## src/hw/rtl/tpx_pkg.sv

```systemverilog
package tpx_pkg;

  // default sizes
  localparam int unsigned MaxFrameBytesDef = 65536;
  localparam int unsigned QueueDepthDef    = 4;

  // frame layout (byte offsets from the start of the ethernet header)
  localparam int unsigned EthHdrBytes  = 14;
  localparam int unsigned OffTypeHi    = 12;
  localparam int unsigned OffTypeLo    = 13;
  localparam int unsigned OffIhl       = 14;
  localparam int unsigned OffTotLenHi  = 16;
  localparam int unsigned OffTotLenLo  = 17;
  localparam int unsigned OffProto     = 23;
  localparam int unsigned OffSrcIpLo   = 26;
  localparam int unsigned OffSrcIpHi   = 29;
  localparam int unsigned OffDstIpLo   = 30;
  localparam int unsigned OffDstIpHi   = 33;
  localparam int unsigned OffTcpMin    = 34;

  // offsets inside the tcp header
  localparam int unsigned RelSrcPortHi = 0;
  localparam int unsigned RelSrcPortLo = 1;
  localparam int unsigned RelDstPortHi = 2;
  localparam int unsigned RelDstPortLo = 3;
  localparam int unsigned RelDataOff   = 12;

  // field values
  localparam logic [7:0]  EtherTypeHi  = 8'h08;
  localparam logic [7:0]  EtherTypeLo  = 8'h00;
  localparam logic [7:0]  IpProtoTcp   = 8'd6;
  localparam logic [3:0]  MinHdrWords  = 4'd5;
  localparam logic [15:0] MatchPortRst = 16'd25000;

  typedef enum logic {
    KIND_HEADER  = 1'b0,
    KIND_PAYLOAD = 1'b1
  } item_kind_e;

  // one result item
  typedef struct packed {
    item_kind_e  item_kind;
    logic [31:0] src_ip;
    logic [31:0] dst_ip;
    logic [15:0] src_port;
    logic [15:0] dst_port;
    logic [15:0] segment_len;
    logic [7:0]  payload_byte;
    logic        last;
  } result_t;

endpackage

```

## src/hw/rtl/tcp_port_payload_extractor.sv

```systemverilog
// a result item is written into the result queue and shows on the result ports once it reaches the head
// throughput: one frame byte per cycle, full only while QUEUE_DEPTH results wait unpopped
// the parser front end takes no frame byte while the result queue is full
// reset: asynchronous, active low; clears the frame parse, empties the queue
// and sets match_port to 25000
module tcp_port_payload_extractor #(
  parameter int unsigned MAX_FRAME_BYTES = tpx_pkg::MaxFrameBytesDef,
  parameter int unsigned QUEUE_DEPTH     = tpx_pkg::QueueDepthDef
) (
  input  logic        clk_i,
  input  logic        rst_ni,
  // frame byte input
  input  logic        push,
  output logic        full,
  input  logic [7:0]  frame_byte_i,
  input  logic        frame_end_i,
  // result output
  output logic        empty,
  input  logic        pop,
  output logic        item_kind_o,
  output logic [31:0] src_ip_o,
  output logic [31:0] dst_ip_o,
  output logic [15:0] src_port_o,
  output logic [15:0] dst_port_o,
  output logic [15:0] segment_len_o,
  output logic [7:0]  payload_byte_o,
  output logic        last_o,
  // configuration
  input  logic        cfg_valid_i,
  output logic        cfg_ready_o,
  input  logic [15:0] match_port_i
);
  import tpx_pkg::*;

  logic    in_acc;
  logic    res_valid;
  result_t res;
  result_t head;

  assign in_acc      = push && !full;
  assign cfg_ready_o = 1'b1;

  // front end: byte classification and header capture
  tpx_parser #(
    .MAX_FRAME_BYTES(MAX_FRAME_BYTES)
  ) u_parser (
    .clk_i       (clk_i),
    .rst_ni      (rst_ni),
    .in_acc_i    (in_acc),
    .frame_byte_i(frame_byte_i),
    .frame_end_i (frame_end_i),
    .cfg_we_i    (cfg_valid_i && cfg_ready_o),
    .match_port_i(match_port_i),
    .res_valid_o (res_valid),
    .res_o       (res)
  );

  // back end: result queue toward the consumer
  tpx_queue #(
    .DEPTH(QUEUE_DEPTH)
  ) u_queue (
    .clk_i  (clk_i),
    .rst_ni (rst_ni),
    .push_i (res_valid),
    .data_i (res),
    .full_o (full),
    .pop_i  (pop),
    .empty_o(empty),
    .data_o (head)
  );

  assign item_kind_o    = head.item_kind;
  assign src_ip_o       = head.src_ip;
  assign dst_ip_o       = head.dst_ip;
  assign src_port_o     = head.src_port;
  assign dst_port_o     = head.dst_port;
  assign segment_len_o  = head.segment_len;
  assign payload_byte_o = head.payload_byte;
  assign last_o         = head.last;

endmodule

```

## src/hw/rtl/tpx_parser.sv

```systemverilog
module tpx_parser #(
  parameter int unsigned MAX_FRAME_BYTES = 65536
) (
  input  logic             clk_i,
  input  logic             rst_ni,
  input  logic             in_acc_i,
  input  logic [7:0]       frame_byte_i,
  input  logic             frame_end_i,
  input  logic             cfg_we_i,
  input  logic [15:0]      match_port_i,
  output logic             res_valid_o,
  output tpx_pkg::result_t res_o
);
  import tpx_pkg::*;

  localparam int unsigned OffW = $clog2(MAX_FRAME_BYTES + 1);

  logic [15:0]     match_port_q;
  logic [OffW-1:0] off_q, off_d;
  logic            ok_q, ok_d;
  logic [5:0]      ip_hdr_q, ip_hdr_d;
  logic [5:0]      tcp_hdr_q, tcp_hdr_d;
  logic [15:0]     left_q, left_d;
  logic [15:0]     tot_len_q, tot_len_d;
  logic [31:0]     src_ip_q, src_ip_d;
  logic [31:0]     dst_ip_q, dst_ip_d;
  logic [15:0]     src_port_q, src_port_d;
  logic [15:0]     dst_port_q, dst_port_d;

  logic            in_range;
  logic [OffW-1:0] tcp_base;
  logic [OffW-1:0] rel;
  logic            tcp_zone;
  logic [3:0]      doff;
  logic [16:0]     seg;
  logic [15:0]     left_dec;

  // offset into the tcp header and header length arithmetic
  assign in_range = off_q < OffW'(MAX_FRAME_BYTES);
  assign tcp_base = OffW'(EthHdrBytes) + OffW'(ip_hdr_q);
  assign rel      = off_q - tcp_base;
  assign tcp_zone = ok_q && (off_q >= OffW'(OffTcpMin)) && (off_q >= tcp_base);
  assign doff     = frame_byte_i[7:4];
  assign seg      = {1'b0, tot_len_q} - {11'b0, ip_hdr_q} - {11'b0, doff, 2'b00};
  assign left_dec = left_q - 16'd1;

  // per byte classification
  always_comb begin
    off_d       = off_q;
    ok_d        = ok_q;
    ip_hdr_d    = ip_hdr_q;
    tcp_hdr_d   = tcp_hdr_q;
    left_d      = left_q;
    tot_len_d   = tot_len_q;
    src_ip_d    = src_ip_q;
    dst_ip_d    = dst_ip_q;
    src_port_d  = src_port_q;
    dst_port_d  = dst_port_q;
    res_valid_o = 1'b0;
    res_o       = '0;

    if (in_acc_i && in_range) begin
      off_d = off_q + OffW'(1);
      if (ok_q) begin
        if (off_q == OffW'(OffTypeHi) && frame_byte_i != EtherTypeHi) ok_d = 1'b0;
        if (off_q == OffW'(OffTypeLo) && frame_byte_i != EtherTypeLo) ok_d = 1'b0;
        if (off_q == OffW'(OffIhl)) begin
          if (frame_byte_i[3:0] < MinHdrWords) ok_d = 1'b0;
          ip_hdr_d = {frame_byte_i[3:0], 2'b00};
        end
        if (off_q == OffW'(OffTotLenHi)) tot_len_d[15:8] = frame_byte_i;
        if (off_q == OffW'(OffTotLenLo)) tot_len_d[7:0] = frame_byte_i;
        if (off_q == OffW'(OffProto) && frame_byte_i != IpProtoTcp) ok_d = 1'b0;
        if (off_q >= OffW'(OffSrcIpLo) && off_q <= OffW'(OffSrcIpHi)) begin
          src_ip_d = {src_ip_q[23:0], frame_byte_i};
        end
        if (off_q >= OffW'(OffDstIpLo) && off_q <= OffW'(OffDstIpHi)) begin
          dst_ip_d = {dst_ip_q[23:0], frame_byte_i};
        end

        // tcp header and payload
        if (tcp_zone) begin
          if (rel == OffW'(RelSrcPortHi)) src_port_d[15:8] = frame_byte_i;
          if (rel == OffW'(RelSrcPortLo)) src_port_d[7:0] = frame_byte_i;
          if (rel == OffW'(RelDstPortHi)) dst_port_d[15:8] = frame_byte_i;
          if (rel == OffW'(RelDstPortLo)) begin
            dst_port_d[7:0] = frame_byte_i;
            if (src_port_q != match_port_q && dst_port_d != match_port_q) ok_d = 1'b0;
          end
          if (rel == OffW'(RelDataOff)) begin
            if (doff < MinHdrWords) begin
              ok_d = 1'b0;
            end else begin
              tcp_hdr_d = {doff, 2'b00};
              if (seg[16]) begin
                ok_d = 1'b0;
              end else begin
                left_d            = seg[15:0];
                res_valid_o       = 1'b1;
                res_o.item_kind   = KIND_HEADER;
                res_o.src_ip      = src_ip_q;
                res_o.dst_ip      = dst_ip_q;
                res_o.src_port    = src_port_q;
                res_o.dst_port    = dst_port_q;
                res_o.segment_len = seg[15:0];
                res_o.last        = (seg[15:0] == 16'd0) || frame_end_i;
              end
            end
          end else if (rel > OffW'(RelDataOff) && left_q != 16'd0 &&
                       rel >= OffW'(tcp_hdr_q)) begin
            left_d             = left_dec;
            res_valid_o        = 1'b1;
            res_o.item_kind    = KIND_PAYLOAD;
            res_o.payload_byte = frame_byte_i;
            res_o.last         = (left_dec == 16'd0) || frame_end_i;
          end
        end
      end
    end

    // end of frame restarts the parse
    if (in_acc_i && frame_end_i) begin
      off_d     = '0;
      ok_d      = 1'b1;
      ip_hdr_d  = '0;
      tcp_hdr_d = '0;
      left_d    = '0;
    end
  end

  // control state
  always_ff @(posedge clk_i or negedge rst_ni) begin
    if (!rst_ni) begin
      match_port_q <= MatchPortRst;
      off_q        <= '0;
      ok_q         <= 1'b1;
      ip_hdr_q     <= '0;
      tcp_hdr_q    <= '0;
      left_q       <= '0;
    end else begin
      if (cfg_we_i) match_port_q <= match_port_i;
      off_q     <= off_d;
      ok_q      <= ok_d;
      ip_hdr_q  <= ip_hdr_d;
      tcp_hdr_q <= tcp_hdr_d;
      left_q    <= left_d;
    end
  end

  // captured header fields, always rewritten before use
  always_ff @(posedge clk_i) begin
    tot_len_q  <= tot_len_d;
    src_ip_q   <= src_ip_d;
    dst_ip_q   <= dst_ip_d;
    src_port_q <= src_port_d;
    dst_port_q <= dst_port_d;
  end

`ifndef SYNTH
  a_end_restarts: assert property (@(posedge clk_i) disable iff (!rst_ni)
    in_acc_i && frame_end_i |=> off_q == '0 && ok_q && left_q == '0)
    else $error("frame end did not restart the parse");
  a_payload_needs_budget: assert property (@(posedge clk_i) disable iff (!rst_ni)
    res_valid_o && res_o.item_kind == KIND_PAYLOAD |-> left_q != 16'd0)
    else $error("payload item with no payload left");
  a_result_only_on_item: assert property (@(posedge clk_i) disable iff (!rst_ni)
    res_valid_o |-> in_acc_i && ok_q)
    else $error("result without an accepted byte of a good frame");
`endif

endmodule

```

## src/hw/rtl/tpx_queue.sv

```systemverilog
module tpx_queue #(
  parameter int unsigned DEPTH = 4
) (
  input  logic             clk_i,
  input  logic             rst_ni,
  input  logic             push_i,
  input  tpx_pkg::result_t data_i,
  output logic             full_o,
  input  logic             pop_i,
  output logic             empty_o,
  output tpx_pkg::result_t data_o
);
  import tpx_pkg::*;

  localparam int unsigned PtrW = (DEPTH > 1) ? $clog2(DEPTH) : 1;
  localparam int unsigned CntW = $clog2(DEPTH + 1);

  result_t         entry_q [DEPTH];
  logic [PtrW-1:0] wr_ptr_q, rd_ptr_q;
  logic [CntW-1:0] cnt_q;
  logic            do_push, do_pop;

  assign full_o  = cnt_q == CntW'(DEPTH);
  assign empty_o = cnt_q == '0;
  assign do_push = push_i && !full_o;
  assign do_pop  = pop_i && !empty_o;
  assign data_o  = entry_q[rd_ptr_q];

  // pointers and fill count
  always_ff @(posedge clk_i or negedge rst_ni) begin
    if (!rst_ni) begin
      wr_ptr_q <= '0;
      rd_ptr_q <= '0;
      cnt_q    <= '0;
    end else begin
      if (do_push) begin
        wr_ptr_q <= (wr_ptr_q == PtrW'(DEPTH - 1)) ? '0 : wr_ptr_q + PtrW'(1);
      end
      if (do_pop) begin
        rd_ptr_q <= (rd_ptr_q == PtrW'(DEPTH - 1)) ? '0 : rd_ptr_q + PtrW'(1);
      end
      if (do_push && !do_pop) begin
        cnt_q <= cnt_q + CntW'(1);
      end else if (do_pop && !do_push) begin
        cnt_q <= cnt_q - CntW'(1);
      end
    end
  end

  // entry storage
  always_ff @(posedge clk_i) begin
    if (do_push) entry_q[wr_ptr_q] <= data_i;
  end

`ifndef SYNTH
  a_cnt_bound: assert property (@(posedge clk_i) disable iff (!rst_ni)
    cnt_q <= CntW'(DEPTH))
    else $error("queue count out of range");
  a_no_push_full: assert property (@(posedge clk_i) disable iff (!rst_ni)
    push_i |-> !full_o)
    else $error("item pushed into a full queue");
  a_cnt_tracks: assert property (@(posedge clk_i) disable iff (!rst_ni)
    do_push && !do_pop |=> cnt_q == $past(cnt_q) + CntW'(1))
    else $error("queue count lost a push");
`endif

endmodule

```

## config.mk

```make
export PLATFORM = sky130hd
export DESIGN_NAME = tcp_port_payload_extractor
export DESIGN_NICKNAME = d
export VERILOG_FILES = /design/src/hw/rtl/tpx_pkg.sv /design/src/hw/rtl/tcp_port_payload_extractor.sv /design/src/hw/rtl/tpx_parser.sv /design/src/hw/rtl/tpx_queue.sv
export SDC_FILE = /design/constraint.sdc
export NUM_CORES = 1
export LEC_CHECK = 0
export CAP_MARGIN = 20
export CORE_ASPECT_RATIO = 0.9
export CORE_UTILIZATION = 47
export DETAILED_ROUTE_END_ITERATION = 12
export DONT_BUFFER_PORTS = 1
export GPL_TIMING_DRIVEN = 0
export PLACE_DENSITY = 0.71
export SETUP_SLACK_MARGIN = 0.15
export SLEW_MARGIN = 20
export SYNTH_ARGS = -nofsm -noshare
export SYNTH_HDL_FRONTEND = slang
export SYNTH_SLANG_ARGS = --single-unit
```

## constraint.sdc

```tcl
create_clock -name clk_i -period 18.54 [get_ports clk_i]
set_input_delay 0 -clock clk_i [delete_from_list [all_inputs] [get_ports clk_i]]
set_output_delay 0 -clock clk_i [all_outputs]
set_load 0.02 [all_outputs]
```

# Word level (Yosys, flattened, before mapping)
# Memory sizes are Yosys's and may differ from the RTL's.
# Index checks and enable logic that the tools add are counted.
# totals
rom_bits	0
word_cells	169
ram_bits	488
input_bits	30
reg_bits	181
latch_bits	0
out_inout_bits	125
memories	1
# op_classes
shift	0
div	0
order_cmp	11
mul	0
n_reduce_logical	47
add_sub_neg	10
mux	63
n_eq_ne	20
bitwise_logic	0
# mem_list
name	words	word_bits	read_ports	rd_clocked_by_memory_dff	write_ports	line_no	source
u_queue.entry_q	4	122	1	0	1	tpx_queue.sv:18	result_t entry_q [DEPTH];
# ops
operator	count
2-to-1 mux 122 bit	3
2-to-1 mux 112 bit	2
2-to-1 mux 16 bit	8
2-to-1 mux 113 bit	1
equality test 17 x 4 -> 1 bit (second input constant)	4
2-to-1 mux 6 bit	10
equality test 17 x 5 -> 1 bit (second input constant)	3
2-to-1 mux 8 bit	5
equality test 17 x 2 -> 1 bit (second input constant)	2
greater-or-equal comparator 17 x 5 -> 1 bit (second input constant)	2
2-to-1 mux 17 bit	2
zero test 16 bit	2
inequality test 16 bit	2
2-to-1 mux 1 bit	27
AND reduction 3 bit	6
adder 17 x 1 -> 17 bit (second input constant)	1
equality test 17 x 1 -> 1 bit (second input constant)	1
greater-or-equal comparator 17 bit	1
greater-or-equal comparator 17 x 6 -> 1 bit	1
greater-or-equal comparator 17 x 6 -> 1 bit (second input constant)	1
> comparator 17 x 4 -> 1 bit (second input constant)	1
<= comparator 17 x 5 -> 1 bit (second input constant)	1
<= comparator 17 x 6 -> 1 bit (second input constant)	1
logical AND 1 bit	17
30 further kinds	47

# Depth between registers and ports, before layout
# logic_depth
ltp_word	18
ltp_mapped	21
ltp_nobuf	19

# Cells and area by module
# From an unflattened synthesis, not the netlist that was laid out.
# hier_totals
hier_cells	1527
area_unflattened_um2	27448.8
# by_module_without_submodules
mod	area_each_um2	cells_each	n_inst	seq_area_each_um2
tpx_queue	18019.8	675	1	14829.2
tpx_parser	9404.0	849	1	4823.4
tcp_port_payload_extractor	25.0	3	1	0.0

# Least setup slack after synthesis
# No wires, ideal clock.
# synth_timing
path_kind	register to register
start	reg u_parser.ip_hdr_q[2]
end	mem u_queue.entry_q[0][0] (netlist name) (enable)
path_slack_ns	11.705
setup_ns	0.496
arrival_time_ns	6.339
path_buffers	3
required_time_ns	18.044
stages_incl_launch_ff	17
synth_period_minus_slack_ns	6.835
path_cell_list	dfrtp_1 inv_1 ha_1 or3_1 ha_1 buf_2 and3_1 a221oi_2 mux2i_1 or4_4 nor4_4 and4_1 buf_4 nor2_1 inv_1 buf_2 and2_1
# synth_via
elab_chain_len	13
# synth_rtl
element	line_no	source
from (decl)	tpx_parser.sv:21	logic [5:0] ip_hdr_q, ip_hdr_d;
from (signal assigned)	tpx_parser.sv:144	ip_hdr_q <= ip_hdr_d;
adder 4 x 6 -> 7 bit	tpx_parser.sv:40	assign tcp_base = OffW'(EthHdrBytes) + OffW'(ip_hdr_q);
subtractor 17 bit	tpx_parser.sv:41	assign rel = off_q - tcp_base;
> comparator 17 x 4 -> 1 bit	tpx_parser.sv:109	end else if (rel > OffW'(RelDataOff) && left_q != 16'd0 &&
logical AND 1 bit (2 in a row)	tpx_parser.sv:109	
2-to-1 mux 1 bit	tpx_parser.sv:109	
2-to-1 mux 1 bit	tpx_parser.sv:90	if (rel == OffW'(RelDataOff)) begin
2-to-1 mux 1 bit (*)	tpx_parser.sv:82	if (tcp_zone) begin
2-to-1 mux 1 bit (*)	tpx_parser.sv:64	if (ok_q) begin
2-to-1 mux 1 bit (*)	tpx_parser.sv:62	if (in_acc_i && in_range) begin
logical AND 1 bit (*)	tpx_queue.sv:25	assign do_push = push_i && !full_o;
via u_queue.do_push	tpx_queue.sv:21	logic do_push, do_pop;
2-to-1 mux 1 bit (*)	tpx_queue.sv:52	if (do_push) entry_q[wr_ptr_q] <= data_i;
2-to-1 mux 1 bit (not written as such) (*)	tpx_queue.sv:52	
to (decl)	tpx_queue.sv:18	
# Mark *: on every way through the listed nets, which the timed path passes. The rest lies on a longest branch.

# Worst setup path after layout
# layout_timing
start	reg u_parser.ip_hdr_q[2]
end	mem u_queue.entry_q[0][67] (netlist name) (enable)
# Same word-level chain as after synthesis.

==> flow_metrics.env <==
export IMPL_status="finished, final reports clean"
export IMPL_cp_buffers_inverters=7
export IMPL_syn_avg_cell_area_um2=17.85
export IMPL_portBuffers=0
export IMPL_dieArea_um2=58570
export IMPL_cts_max_level=3
export IMPL_fmax_mhz=178.2
export IMPL_initial_core_util_pct=47.49
export IMPL_slew_violations=0
export IMPL_dominantRegCellSynth="edfxtp_1"
export IMPL_ant_nets=0
export IMPL_grt_max_degree=59
export IMPL_fin_crit_sh_pct=30.26
export IMPL_grt_overflow_total=0
export IMPL_hold_path_class="in2async"
export IMPL_synth_warnings=0
export IMPL_dpl_instance_area_um2=28420
export IMPL_rows=83
export IMPL_drt_iter0_drc=1099
export IMPL_syn2layout_area_growth_pct=14.58
export IMPL_synth_seq_cells=665
export IMPL_path_max_fanout=27
export IMPL_post_place_ws_ns=12.94
export IMPL_ys_types=65
export IMPL_cts_tree="yes"
export IMPL_cpMaxStageDelayCell="or4_4"
export IMPL_critPathKind="reg2reg"
export IMPL_placedCellCount=2298
export IMPL_pwr_density_cell_nw_per_um2=109.6
export IMPL_fillCellCount=4325
export IMPL_wl_um=60800
export IMPL_drive_gt1_share_pct=17.58
export IMPL_tightest_slew_ns=0.9858
export IMPL_core_um2=57010
export IMPL_end_kind="register"
export IMPL_gp_congestion=0.8926
export IMPL_dieWidth_um=255
export IMPL_design_area_um2=31020
export IMPL_rsz0062_at_grt="no"
export IMPL_wl_per_cell_um=24.73
export IMPL_syn_inst=1517
export IMPL_yosysTopAreaCell="edfxtp_1"
export IMPL_hold_slack_ns=0.01722
export IMPL_path_delay_family="simple AND/OR/NAND/NOR gates"
export IMPL_grt_pass1_wl_um=91030
export IMPL_path_clk_slew_ns=0.06
export IMPL_hold_viol=0
export IMPL_p_total_mw=3.401
export IMPL_reg2reg_setup_slack_ns=12.93
export IMPL_min_period_ns=5.611
export IMPL_fin_setup_tns_ns=0
export IMPL_cts_root_buf="clkbuf_16"
export IMPL_syn_area_um2=27080
export IMPL_die_height_um=229.7
export IMPL_post_cts_buffers=0
export IMPL_antenna_found_initial=8
export IMPL_drc=0
export IMPL_grt_usage_pct=21.16
export IMPL_slew_headroom_pct=34.28
export IMPL_vias_per_cell=5.750
export IMPL_via_count=14139
export IMPL_leakagePower_nw=9.086
export IMPL_ys_seq_area_share_pct=72.58
export IMPL_crit_chain="inv_1, ha_1, or3_1, ha_1, buf_2, nand3_1, nor3_1, nor3_1, or4_4, nor4_4, and4_1, buf_4, nor2_1, inv_1, buf_2, and2_4, buf_12, buf_12"
export IMPL_setup_slack_ns=12.93
export IMPL_cts_buffers=70
export IMPL_clk_latency_ns=0.61
export IMPL_worstPathArrival_ns=5.91
export IMPL_nets=1703
export IMPL_synth_most_common_cell="edfxtp_1"
export IMPL_synthTopCellsByCount="edfxtp_1 (600), mux4_2 (122), and2_1 (117)"
export IMPL_synth_top_area_share_pct=66.54
export IMPL_maxCapViolCount=0
export IMPL_ios=155
export IMPL_cts_sinks=665
export IMPL_max_stage_delay_ns=0.50
export IMPL_synth_fp_nets=1584
export IMPL_synth_async_reset_ratio_pct=9.774
export IMPL_grt_pass1_vias=14561
export IMPL_critical_path_required_ns=18.84
export IMPL_finalNonFillerCells=2459
export IMPL_cts_buffer_depth=3
export IMPL_drtPass1Iterations=5
export IMPL_vdd_drop_max_v=0.00005467
export IMPL_final_setup_viol_count=0
export IMPL_fin_worst_skew_ns=0.02053
export IMPL_synth_edff_count=600
export IMPL_dpl_hpwl_um=39840
export IMPL_synthTopCellsByArea="edfxtp_1 (67%), mux4_2 (10%), dfrtp_1 (5.4%), and2_1 (2.7%), xor2_1 (1.5%)"
export IMPL_finalCoreUtilization_pct=54.41
export IMPL_crit_path_start_kind="register"
-- metal layers --
| layer | wire length, µm | share of wire (%) | vias up | global-route usage [%] |
|---|---|---|---|---|
| met5 | 8 | 0.013 | - | 0 |
| met1 | 25390 | 42 | 7336 | 28.74 |
| met4 | 1607 | 2.6 | 2 | 6.456 |
| met3 | 4025 | 6.6 | 128 | 4.664 |
| met2 | 29770 | 49 | 491 | 34.17 |
| li1 | - | - | 6182 | - |
-- placed cells by master (no fill, tap or decap), types with 6 or more instances in the layout --
cell and n:
edfxtp_1 600, mux4_2 122, and2_1 113, clkbuf_16 72, nor2_1 61, clkbuf_1 60, dfrtp_1 58, nand2_1 49
xor2_1 45, inv_1 38, o21ai_0 37, nor3_1 35, a21oi_1 32, ha_1 31, dlygate4sd3_1 29, mux2_2 22
xnor2_1 18, nor4_1 16, mux2i_1 14, buf_1 14, nand3_1 13, clkinv_1 13, clkinv_2 11, or3_1 9
and3_1 9, nand4_1 9, buf_16 9, o21a_1 7, dfstp_2 7, a211oi_1 6, nand2b_1 6, o31ai_1 6
fa_1 6, buf_12 6
-- path summary, 6_finish.rpt --
| kind | end | cells past startpoint | start |
|---|---|---|---|
| worst max-delay path | u_queue.entry_q[0][67] | 18 | u_parser.ip_hdr_q[2] |
| worst min-delay path | u_parser.match_port_q[14] | 2 | rst_ni |
| worst max register to register | u_queue.entry_q[0][67] | 18 | u_parser.ip_hdr_q[2] |
| worst min register to register | u_parser.src_ip_q[20] | 0 | u_parser.src_ip_q[12] |
| max in group asynchronous | u_parser.left_q[7] | 3 | rst_ni |
| min in group clk_i | u_parser.ok_q | 6 | frame_byte_i[5] |
-- timing repair --
action                    CTS  global route
hold endpoints to repair  177             0
resized for setup           0             0
hold buffers               31             0
-- where the power goes --
group,internal [mW],switching (mW),leakage (nW)
clock,0.788,0.574,1.08
combinational,0.153,0.237,2.82
sequential,1.63,0.0197,5.18
-- area by class of cell --
type | count | area, µm² | share of cell area, %
Timing Repair Buffer | 47 | 688.2 | 2.218
Sequential cell | 665 | 19650 | 63.35
Buffer | 74 | 315.3 | 1.016
Tap cell | 765 | 957.2 | 3.085
Antenna cell | 5 | 12.51 | 0.04033
Multi-Input combinational cell | 740 | 7008 | 22.59
Clock inverter | 41 | 400.4 | 1.291
Inverter | 38 | 142.6 | 0.4598
Clock buffer | 84 | 1847 | 5.953
-- cell families after synthesis --
kind of cell	share of synthesized area (%)
AND/OR/NAND/NOR	7.093
other	0.01385
XOR/XNOR	2.038
adder cells (fa/ha/maj)	1.876
multiplexers	11.58
buffers and inverters	1.687
flip-flops	72.58
AO/OA/AOI/OAI	3.128
-- flip-flops by register name (all words and copies together) (netlist names) --
signal,flops
u_parser.dst_ip_q,32
u_parser.dst_port_q,16
u_parser.ip_hdr_q,4
u_parser.left_q,16
u_parser.match_port_q,16
u_parser.off_q,17
u_parser.ok_q,1
u_parser.src_ip_q,32
u_parser.src_port_q,16
u_parser.tcp_hdr_q,4
u_parser.tot_len_q,16
u_queue.cnt_q,3
u_queue.entry_q,488
u_queue.rd_ptr_q,2
u_queue.wr_ptr_q,2
No activity file was read; power rests on OpenSTA's default activity.
